## config.mk

```make
export PLATFORM = sky130hd
export DESIGN_NAME = shell_command_lexer_top
export DESIGN_NICKNAME = d
export VERILOG_FILES = /design/src/rtl/scl_pkg.sv /design/src/rtl/shell_command_lexer_top.sv /design/src/rtl/scl_step.sv /design/src/rtl/scl_serializer.sv
export SDC_FILE = /design/constraint.sdc
export NUM_CORES = 1
export LEC_CHECK = 0
export ABC_AREA = 1
export BUFFER_PORTS_ARGS = -buffer_cell sky130_fd_sc_hd__buf_2
export CORE_ASPECT_RATIO = 0.5
export CORE_MARGIN = 5
export CORE_UTILIZATION = 56
export CTS_BUF_LIST = sky130_fd_sc_hd__clkbuf_16
export DETAILED_ROUTE_END_ITERATION = 16
export PLACE_DENSITY_LB_ADDON = 0.3
export RECOVER_POWER = 25
export SETUP_SLACK_MARGIN = 0.2
export SYNTH_ARGS = -nofsm -noshare
export SYNTH_HDL_FRONTEND = slang
export SYNTH_SLANG_ARGS = --single-unit
```

## constraint.sdc

```tcl
create_clock -name i_clk -period 5 [get_ports i_clk]
set_clock_uncertainty 0.1 [all_clocks]
set_input_delay 1 -clock i_clk [delete_from_list [all_inputs] [get_ports i_clk]]
set_output_delay 1 -clock i_clk [all_outputs]
set_load 0.02 [all_outputs]
```

## src/rtl/scl_pkg.sv

```systemverilog
// scl_pkg: types, codes and helper functions of the shell command lexer
// no dependencies; used by every module of the block

package scl_pkg;

    // input item and result item
    typedef struct packed {
        logic [7:0] char_code;
        logic       end_of_line;
    } t_in;

    typedef struct packed {
        logic [7:0] content_byte;
        logic       content_valid;
        logic       token_end;
        logic [1:0] quote_kind;
        logic [2:0] redir_kind;
        logic       pipe_flag;
        logic       space_after;
        logic       line_done;
    } t_out;

    localparam int unsigned MAX_RES = 3;

    // all results caused by one input item
    typedef struct packed {
        t_out [MAX_RES-1:0] res;
        logic [1:0]         cnt;
    } t_pkt;

    // lexer modes
    localparam logic [2:0] MODE_IDLE     = 3'd0;
    localparam logic [2:0] MODE_WORD     = 3'd1;
    localparam logic [2:0] MODE_QUOTED   = 3'd2;
    localparam logic [2:0] MODE_ESCAPE   = 3'd3;
    localparam logic [2:0] MODE_OPERATOR = 3'd4;

    // pending operator codes (1..4 match redir_kind)
    localparam logic [2:0] OP_NONE    = 3'd0;
    localparam logic [2:0] OP_INPUT   = 3'd1;
    localparam logic [2:0] OP_OUTPUT  = 3'd2;
    localparam logic [2:0] OP_APPEND  = 3'd3;
    localparam logic [2:0] OP_HEREDOC = 3'd4;
    localparam logic [2:0] OP_PIPE    = 3'd5;

    // quote kinds
    localparam logic [1:0] Q_NONE   = 2'd0;
    localparam logic [1:0] Q_SINGLE = 2'd1;
    localparam logic [1:0] Q_DOUBLE = 2'd2;

    // characters of interest
    localparam logic [7:0] CH_SPACE  = 8'h20;
    localparam logic [7:0] CH_TAB    = 8'h09;
    localparam logic [7:0] CH_SQUOTE = 8'h27;
    localparam logic [7:0] CH_DQUOTE = 8'h22;
    localparam logic [7:0] CH_PIPE   = 8'h7C;
    localparam logic [7:0] CH_LT     = 8'h3C;
    localparam logic [7:0] CH_GT     = 8'h3E;
    localparam logic [7:0] CH_BSLASH = 8'h5C;

    typedef struct packed {
        logic [2:0] mode;
        logic [7:0] held_byte;
        logic       held_valid;
        logic [1:0] open_quote;
        logic [2:0] pend_op;
        logic       close_pending;
    } t_lex;

    localparam t_lex LEX_CLEAR = '{
        mode: MODE_IDLE, held_byte: 8'h00, held_valid: 1'b0,
        open_quote: Q_NONE, pend_op: OP_NONE, close_pending: 1'b0
    };

    function automatic logic is_blank(input logic [7:0] c);
        return (c == CH_SPACE) || (c == CH_TAB);
    endfunction

    // build one result; kind fields only show on a token end
    function automatic t_out make_res(input logic [7:0] b, input logic v, input logic e,
                                      input logic [1:0] q, input logic [2:0] op,
                                      input logic sp);
        t_out r;
        r.content_byte  = b;
        r.content_valid = v;
        r.token_end     = e;
        r.quote_kind    = e ? q : Q_NONE;
        r.redir_kind    = (e && op >= OP_INPUT && op <= OP_HEREDOC) ? op : OP_NONE;
        r.pipe_flag     = e && (op == OP_PIPE);
        r.space_after   = e & sp;
        r.line_done     = 1'b0;
        return r;
    endfunction

    // state after the first byte of a new token
    function automatic t_lex begin_token(input logic [7:0] c);
        t_lex s;
        s = LEX_CLEAR;
        if (is_blank(c)) begin
            s = LEX_CLEAR;
        end else if (c == CH_SQUOTE || c == CH_DQUOTE) begin
            s.mode       = MODE_QUOTED;
            s.open_quote = (c == CH_SQUOTE) ? Q_SINGLE : Q_DOUBLE;
        end else if (c == CH_PIPE) begin
            s.held_byte     = c;
            s.held_valid    = 1'b1;
            s.pend_op       = OP_PIPE;
            s.close_pending = 1'b1;
        end else if (c == CH_LT || c == CH_GT) begin
            s.mode       = MODE_OPERATOR;
            s.held_byte  = c;
            s.held_valid = 1'b1;
            s.pend_op    = (c == CH_LT) ? OP_INPUT : OP_OUTPUT;
        end else begin
            s.mode       = MODE_WORD;
            s.held_byte  = c;
            s.held_valid = 1'b1;
        end
        return s;
    endfunction

endpackage

```

## src/rtl/shell_command_lexer_top.sv

```systemverilog
// shell_command_lexer_top: streaming shell command-line tokenizer, top level
// depends on scl_pkg, scl_step and scl_serializer
//
// Takes one command-line byte per transfer and streams out shell tokens, one
// content byte per output transfer. Spaces and tabs split words; '|' is a
// one-byte pipe token; '<', '>', '<<', '>>' are redirections; quoted tokens
// come out without their quotes, and inside double quotes a backslash stays
// in the content and protects the next byte. One byte is held back so the
// last byte of each token carries its quote kind, redirection kind, pipe flag
// and whether whitespace follows. A byte may cause zero to two results
// (end of line flushes the open token and tags the last result line_done).
// Rate: one input byte per clock as long as each byte yields at most one
// result and the output is ready; the output port moves one result per
// clock while ready is high, so a byte that causes several results takes
// one output transfer per result. A byte passes through the input register,
// then the lexer step into the packet queue, whose head drives the output.

module shell_command_lexer_top (
    input  logic          i_clk,
    input  logic          i_rst_n,
    input  logic          i_in_valid,
    output logic          o_in_ready,
    input  scl_pkg::t_in  i_in_data,
    output logic          o_out_valid,
    input  logic          i_out_ready,
    output scl_pkg::t_out o_out_data
);

    // input register
    logic          r_in_valid, n_in_valid;
    scl_pkg::t_in  r_in;

    // lexer state
    scl_pkg::t_lex r_lex;
    scl_pkg::t_lex w_lex_next;
    scl_pkg::t_pkt w_pkt;

    logic          w_room;
    logic          w_accept;
    logic          w_advance;

    // combinational lexer step on the registered byte
    scl_step u_step (
        .i_lex  (r_lex),
        .i_item (r_in),
        .o_lex  (w_lex_next),
        .o_pkt  (w_pkt)
    );

    always_comb begin
        // a byte with no results never needs queue room
        w_advance  = r_in_valid && (w_room || (w_pkt.cnt == 2'd0));
        o_in_ready = !r_in_valid || w_advance;
        w_accept   = i_in_valid && o_in_ready;
        n_in_valid = w_accept ? 1'b1 : (w_advance ? 1'b0 : r_in_valid);
    end

    always_ff @(posedge i_clk) begin
        if (!i_rst_n) begin
            r_in_valid <= 1'b0;
            r_lex      <= scl_pkg::LEX_CLEAR;
        end else begin
            r_in_valid <= n_in_valid;
            if (w_advance) begin
                r_lex <= w_lex_next;
            end
        end
    end

    // payload register, no reset needed
    always_ff @(posedge i_clk) begin
        if (w_accept) begin
            r_in <= i_in_data;
        end
    end

    // result packets queued and sent out one transfer at a time
    scl_serializer u_ser (
        .i_clk   (i_clk),
        .i_rst_n (i_rst_n),
        .i_push  (w_advance && (w_pkt.cnt != 2'd0)),
        .i_pkt   (w_pkt),
        .o_room  (w_room),
        .o_valid (o_out_valid),
        .i_ready (i_out_ready),
        .o_data  (o_out_data)
    );

endmodule

```

## src/rtl/scl_step.sv

```systemverilog
// scl_step: next lexer state and result packet for one input byte
// depends on scl_pkg

module scl_step (
    input  scl_pkg::t_lex i_lex,
    input  scl_pkg::t_in  i_item,
    output scl_pkg::t_lex o_lex,
    output scl_pkg::t_pkt o_pkt
);

    logic [7:0]    c;
    logic          ws;
    logic [7:0]    qc;
    logic [1:0]    n;
    logic [1:0]    last;
    scl_pkg::t_lex s;
    scl_pkg::t_pkt p;

    always_comb begin
        c  = i_item.char_code;
        ws = scl_pkg::is_blank(c);
        qc = 8'h00;
        n  = 2'd0;
        p  = '0;
        s  = i_lex;

        // operator or quote closed on the previous byte
        if (s.close_pending) begin
            p.res[n] = scl_pkg::make_res(s.held_byte, s.held_valid, 1'b1,
                                         s.open_quote, s.pend_op, ws);
            n = n + 2'd1;
            s = scl_pkg::LEX_CLEAR;
        end

        case (s.mode)
            scl_pkg::MODE_WORD: begin
                if (c inside {scl_pkg::CH_SPACE, scl_pkg::CH_TAB, scl_pkg::CH_SQUOTE,
                              scl_pkg::CH_DQUOTE, scl_pkg::CH_PIPE, scl_pkg::CH_LT,
                              scl_pkg::CH_GT}) begin
                    p.res[n] = scl_pkg::make_res(s.held_byte, 1'b1, 1'b1,
                                                 scl_pkg::Q_NONE, scl_pkg::OP_NONE, ws);
                    n = n + 2'd1;
                    s = scl_pkg::begin_token(c);
                end else begin
                    p.res[n] = scl_pkg::make_res(s.held_byte, 1'b1, 1'b0,
                                                 scl_pkg::Q_NONE, scl_pkg::OP_NONE, 1'b0);
                    n = n + 2'd1;
                    s.held_byte = c;
                end
            end
            scl_pkg::MODE_OPERATOR: begin
                if ((c == scl_pkg::CH_LT && s.pend_op == scl_pkg::OP_INPUT) ||
                    (c == scl_pkg::CH_GT && s.pend_op == scl_pkg::OP_OUTPUT)) begin
                    p.res[n] = scl_pkg::make_res(s.held_byte, 1'b1, 1'b0,
                                                 scl_pkg::Q_NONE, scl_pkg::OP_NONE, 1'b0);
                    n = n + 2'd1;
                    s.held_byte     = c;
                    s.pend_op       = (c == scl_pkg::CH_LT) ? scl_pkg::OP_HEREDOC
                                                            : scl_pkg::OP_APPEND;
                    s.mode          = scl_pkg::MODE_IDLE;
                    s.close_pending = 1'b1;
                end else begin
                    p.res[n] = scl_pkg::make_res(s.held_byte, 1'b1, 1'b1,
                                                 scl_pkg::Q_NONE, s.pend_op, ws);
                    n = n + 2'd1;
                    s = scl_pkg::begin_token(c);
                end
            end
            scl_pkg::MODE_QUOTED: begin
                qc = (s.open_quote == scl_pkg::Q_SINGLE) ? scl_pkg::CH_SQUOTE
                                                         : scl_pkg::CH_DQUOTE;
                if (c == qc) begin
                    s.mode          = scl_pkg::MODE_IDLE;
                    s.close_pending = 1'b1;
                end else begin
                    if (s.held_valid) begin
                        p.res[n] = scl_pkg::make_res(s.held_byte, 1'b1, 1'b0,
                                                     scl_pkg::Q_NONE, scl_pkg::OP_NONE, 1'b0);
                        n = n + 2'd1;
                    end
                    s.held_byte  = c;
                    s.held_valid = 1'b1;
                    if (s.open_quote == scl_pkg::Q_DOUBLE && c == scl_pkg::CH_BSLASH) begin
                        s.mode = scl_pkg::MODE_ESCAPE;
                    end
                end
            end
            scl_pkg::MODE_ESCAPE: begin
                p.res[n] = scl_pkg::make_res(s.held_byte, s.held_valid, 1'b0,
                                             scl_pkg::Q_NONE, scl_pkg::OP_NONE, 1'b0);
                n = n + 2'd1;
                s.held_byte  = c;
                s.held_valid = 1'b1;
                s.mode       = scl_pkg::MODE_QUOTED;
            end
            default: begin
                s = scl_pkg::begin_token(c);
            end
        endcase

        // flush whatever is open at the end of the line
        if (i_item.end_of_line) begin
            if (s.close_pending) begin
                p.res[n] = scl_pkg::make_res(s.held_byte, s.held_valid, 1'b1,
                                             s.open_quote, s.pend_op, 1'b0);
                n = n + 2'd1;
            end else if (s.mode == scl_pkg::MODE_WORD) begin
                p.res[n] = scl_pkg::make_res(s.held_byte, 1'b1, 1'b1,
                                             scl_pkg::Q_NONE, scl_pkg::OP_NONE, 1'b0);
                n = n + 2'd1;
            end else if (s.mode == scl_pkg::MODE_OPERATOR) begin
                p.res[n] = scl_pkg::make_res(s.held_byte, 1'b1, 1'b1,
                                             scl_pkg::Q_NONE, s.pend_op, 1'b0);
                n = n + 2'd1;
            end else if (s.mode == scl_pkg::MODE_QUOTED || s.mode == scl_pkg::MODE_ESCAPE) begin
                // unterminated quote: held byte is dropped
                p.res[n] = scl_pkg::make_res(8'h00, 1'b0, 1'b1,
                                             s.open_quote, scl_pkg::OP_NONE, 1'b0);
                n = n + 2'd1;
            end
            if (n == 2'd0) begin
                p.res[n] = scl_pkg::make_res(8'h00, 1'b0, 1'b0,
                                             scl_pkg::Q_NONE, scl_pkg::OP_NONE, 1'b0);
                n = n + 2'd1;
            end
            last = n - 2'd1;
            p.res[last].line_done = 1'b1;
            s = scl_pkg::LEX_CLEAR;
        end else begin
            last = 2'd0;
        end

        p.cnt = n;
        o_lex = s;
        o_pkt = p;
    end

endmodule

```

## src/rtl/scl_serializer.sv

```systemverilog
// scl_serializer: two-deep queue of result packets, sent one result per transfer
// depends on scl_pkg

module scl_serializer (
    input  logic          i_clk,
    input  logic          i_rst_n,
    input  logic          i_push,
    input  scl_pkg::t_pkt i_pkt,
    output logic          o_room,
    output logic          o_valid,
    input  logic          i_ready,
    output scl_pkg::t_out o_data
);

    scl_pkg::t_pkt r_pkt [2];
    logic          r_wp, n_wp;
    logic          r_rp, n_rp;
    logic [1:0]    r_cnt, n_cnt;
    logic [1:0]    r_idx, n_idx;

    scl_pkg::t_pkt head;
    logic          pop;
    logic          step;

    always_comb begin
        head    = r_pkt[r_rp];
        o_valid = (r_cnt != 2'd0);
        o_data  = head.res[r_idx];
        o_room  = (r_cnt != 2'd2);
        step    = o_valid && i_ready;
        pop     = step && (r_idx == head.cnt - 2'd1);

        n_wp  = i_push ? ~r_wp : r_wp;
        n_rp  = pop ? ~r_rp : r_rp;
        n_cnt = r_cnt + {1'b0, i_push} - {1'b0, pop};
        n_idx = pop ? 2'd0 : (step ? r_idx + 2'd1 : r_idx);
    end

    always_ff @(posedge i_clk) begin
        if (!i_rst_n) begin
            r_wp  <= 1'b0;
            r_rp  <= 1'b0;
            r_cnt <= 2'd0;
            r_idx <= 2'd0;
        end else begin
            r_wp  <= n_wp;
            r_rp  <= n_rp;
            r_cnt <= n_cnt;
            r_idx <= n_idx;
        end
    end

    always_ff @(posedge i_clk) begin
        if (i_push) begin
            r_pkt[r_wp] <= i_pkt;
        end
    end

endmodule

```

==> summary.txt <==
Run status
  • Status: complete, but fails checks
  • Failing checks: capacitance limit, slew limit

GRT
  • Initial antenna violation count: 0
  • Vias in the first global route: 5,695
  • GRT overflow: 0
  • Global-route wire length before repair: 30,770 um
  • Pin count of the biggest net entering global routing: 57
  • Global Route Usage Sum: 24.60%

Min path
  • HP Class: reg2reg

STA
  • Final WS setup: 0.3867 ns
  • Worst-margin pin slew: 1.900 ns
  • Fin Setup TNS: 0 ns
  • Min Tclk post-route: 4.613 ns
  • RSZ-0062 raised after global routing: no
  • Fmax: 216.8 MHz
  • Tcrit/Tclk final: 92.27%
  • Max-slew violation count: 44
  • Setup violators final: 0
  • Final hold vios: 0
  • Slew margin rel.: -26.69%

Synth
  • Synth Warn #: 0
  • Synth area leader: edfxtp_1
  • Flops & latches, synth: 145
  • Syn Inst Count: 894
  • Synth Flop Type: edfxtp_1
  • Asr flop ratio synth: 0%
  • Synth cell types: 44
  • Mapped Avg Cell Area: 8.490 um2
  • Post-synthesis sequential area ratio: 53.94%
  • Synth top area share: 47.08%
  • Mapped Area: 7590 um2
  • Top cells by area, synth: edfxtp_1, nand2_1, nor2_1, dfxtp_1, o21ai_0
  • EDFF count, synth: 119

Pwr
  • Peak VDD IR: 0.2292 mV
  • Sw Ratio: 32.03%
  • Leak: 0.003550 uW
  • Total power: 3498 uW
  • Switching power: 1120 uW
  • Pwr Density: 410.0 nW/um2
  • Gate power share: 20.9%
  • Clock power frac: 37.7%
  • Cell Int Power: 2378 uW
  • Seq pwr share: 41.4%

Die
  • Die width: 174.6 um
  • Die Height: 92.32 um
  • Die area: 16,120 um2
  • Initial Utilization: 56.64%
  • Row count: 30
  • Core ar.: 13,400 um2
  • Ports: 33

Finish
  • Non-filler instance count after layout: 1,116
  • Number of diodes: 0
  • Most common cell after layout, fill and taps aside: nand2_1
  • Footprint of the multi-input gates: 3010 um2
  • Most frequent cells in the layout: nand2_1, nor2_1, edfxtp_1, o21ai_0, inv_1
  • Number of fill cells: 1,096
  • Share of layout cells above drive strength 1: 11.81%
  • Area delta synth->final: 12.43%
  • Layout Utilization: 63.68%
  • Reg area: 4095 um2
  • Final nets: 949

Clocking
  • Root cell of the clock tree: clkbuf_16
  • CTS tree: done
  • Clock Sinks: 145
  • Num CTS Buffers: 17
  • Clk_lat worst skew: 0.43 ns
  • Reg clk slew, reported paths: 0.07 ns
  • H-tree depth: 4
  • Clock Tree Buf Depth: 2
  • CTS Hold Bufs: 0

Place
  • Dpl cells: 1,081
  • Post-place setup slack: 0.8906 ns
  • DP HPWL: 13,140 um
  • Final Wtd Congestion: 0.8867
  • PortBufs: 32

Setup path
  • CP endpoint kind: output port
  • Critical path class: reg2out
  • Worst Path Arrival: 3.51 ns
  • Crit start category: flop
  • Required time worst endpoint: 3.90 ns
  • CP Max Fanout: 8

Route
  • Met3 wire len: 1986 um
  • Drt pass-1 iters: 6
  • Routed vias/inst: 5.734
  • Met1 WL: 9149 um
  • ANT nets after route: 0
  • DR WL/cell: 17.44 um
  • Top Layer Used: met4
  • Routed wire length: 19,470 um
  • Via count: 6,399
  • Iteration-0 DRC Markers: 786
  • Met2 wire length: 8115 um
  • # DRC: 0

Run
  • Max-cap check violation count: 1
-- final timing paths --
kind                   start              to  slack (ns)  cells past startpoint
setup / recovery     r_in[5]      o_in_ready        0.39                     17
hold / removal    u_ser.r_rp      u_ser.r_rp        0.35                      1
setup reg to reg     r_in[5]  u_ser.r_cnt[1]        0.87                     22
hold reg to reg   u_ser.r_rp      u_ser.r_rp        0.35                      1
-- critical path: stages (launching register included) --
cell and delay [ns]:
edfxtp_1 0.42, inv_1 0.13, nand2_1 0.08, nor3_1 0.42
nand2_1 0.14, nand2_1 0.15, a21oi_4 0.11, inv_2 0.12
ha_1 0.28, nand2_1 0.14, inv_1 0.10, ha_1 0.29
nand2_1 0.05, nand2_1 0.10, nand2_1 0.08, nand2_2 0.13
nand3_1 0.13, buf_2 0.21
-- cell usage after synthesis, types with 3 or more instances --
library cell,number
o221ai_1,3
nor2_1,156
dfxtp_1,26
o211ai_1,3
nor3_1,3
nand2_1,194
ha_1,9
a21oi_1,31
nand3_1,54
nand2_2,11
o22ai_1,18
nand3_2,5
buf_6,4
inv_2,7
o21ai_1,8
nand2_4,4
edfxtp_1,119
or2_2,3
a21boi_0,4
nand4_1,8
inv_1,77
o21ai_0,93
clkbuf_1,26
-- area by class of cell --
class / instances / area share [%]
multi-input combinational: 633 / 35.28
sequential: 145 / 47.99
clock buffer: 17 / 4.985
tap: 176 / 2.581
inverter: 87 / 3.915
timing repair buffer: 43 / 3.079
clock inverter: 15 / 2.170
-- state kept, by name, indices dropped and copies added, names as in the netlist, named ones only --
signal	cells
u_ser.r_pkt	110
r_lex	18
r_in	9
u_ser.r_cnt	2
u_ser.r_idx	2
r_in_valid	1
u_ser.r_rp	1
u_ser.r_wp	1
-- per-stage QoR --
| step | area, um2 | hold slack, ns |
|---|---|---|
| after detailed placement | 7928 | 0.3483 |
| after floorplan | 7606 | 0.3255 |
| after global routing | 8533 | 0.3782 |
| final | 8533 | 0.3548 |
| after CTS | 8538 | 0.3561 |
| after global placement | 7928 | 0.3386 |
-- kinds of logic after synthesis --
| group | share of synthesized area (%) |
|---|---|
| AOI/OAI and AO/OA | 12.02 |
| DFF | 53.94 |
| and+or+nand+nor | 25.80 |
| buffers and inverters | 6.429 |
| other | 0.09895 |
| xor gates and xnor gates | 0.2308 |
| adders and majority gates | 1.484 |
-- metal layers --
layer	GRT usage [%]	vias up
met1	38.03	2985
met3	5.383	26
met5	0	-
met4	5.944	0
met2	35.24	319
li1	-	3069
-- power groups by stage --
stage	Combinational, uW	Sequential, uW	Clock [uW]
after floorplan	504	1460	0
after global placement	695	1470	0
after detailed placement	708	1470	0
after CTS	714	1450	1330
after global routing	807	1450	1400
final	733	1450	1320
-- what timing repair did --
item	in CTS	in global routing
setup endpoints to repair	0	1
setup buffers	0	3
gates resized for setup	0	1
Power figures use the tool's default switching activity.
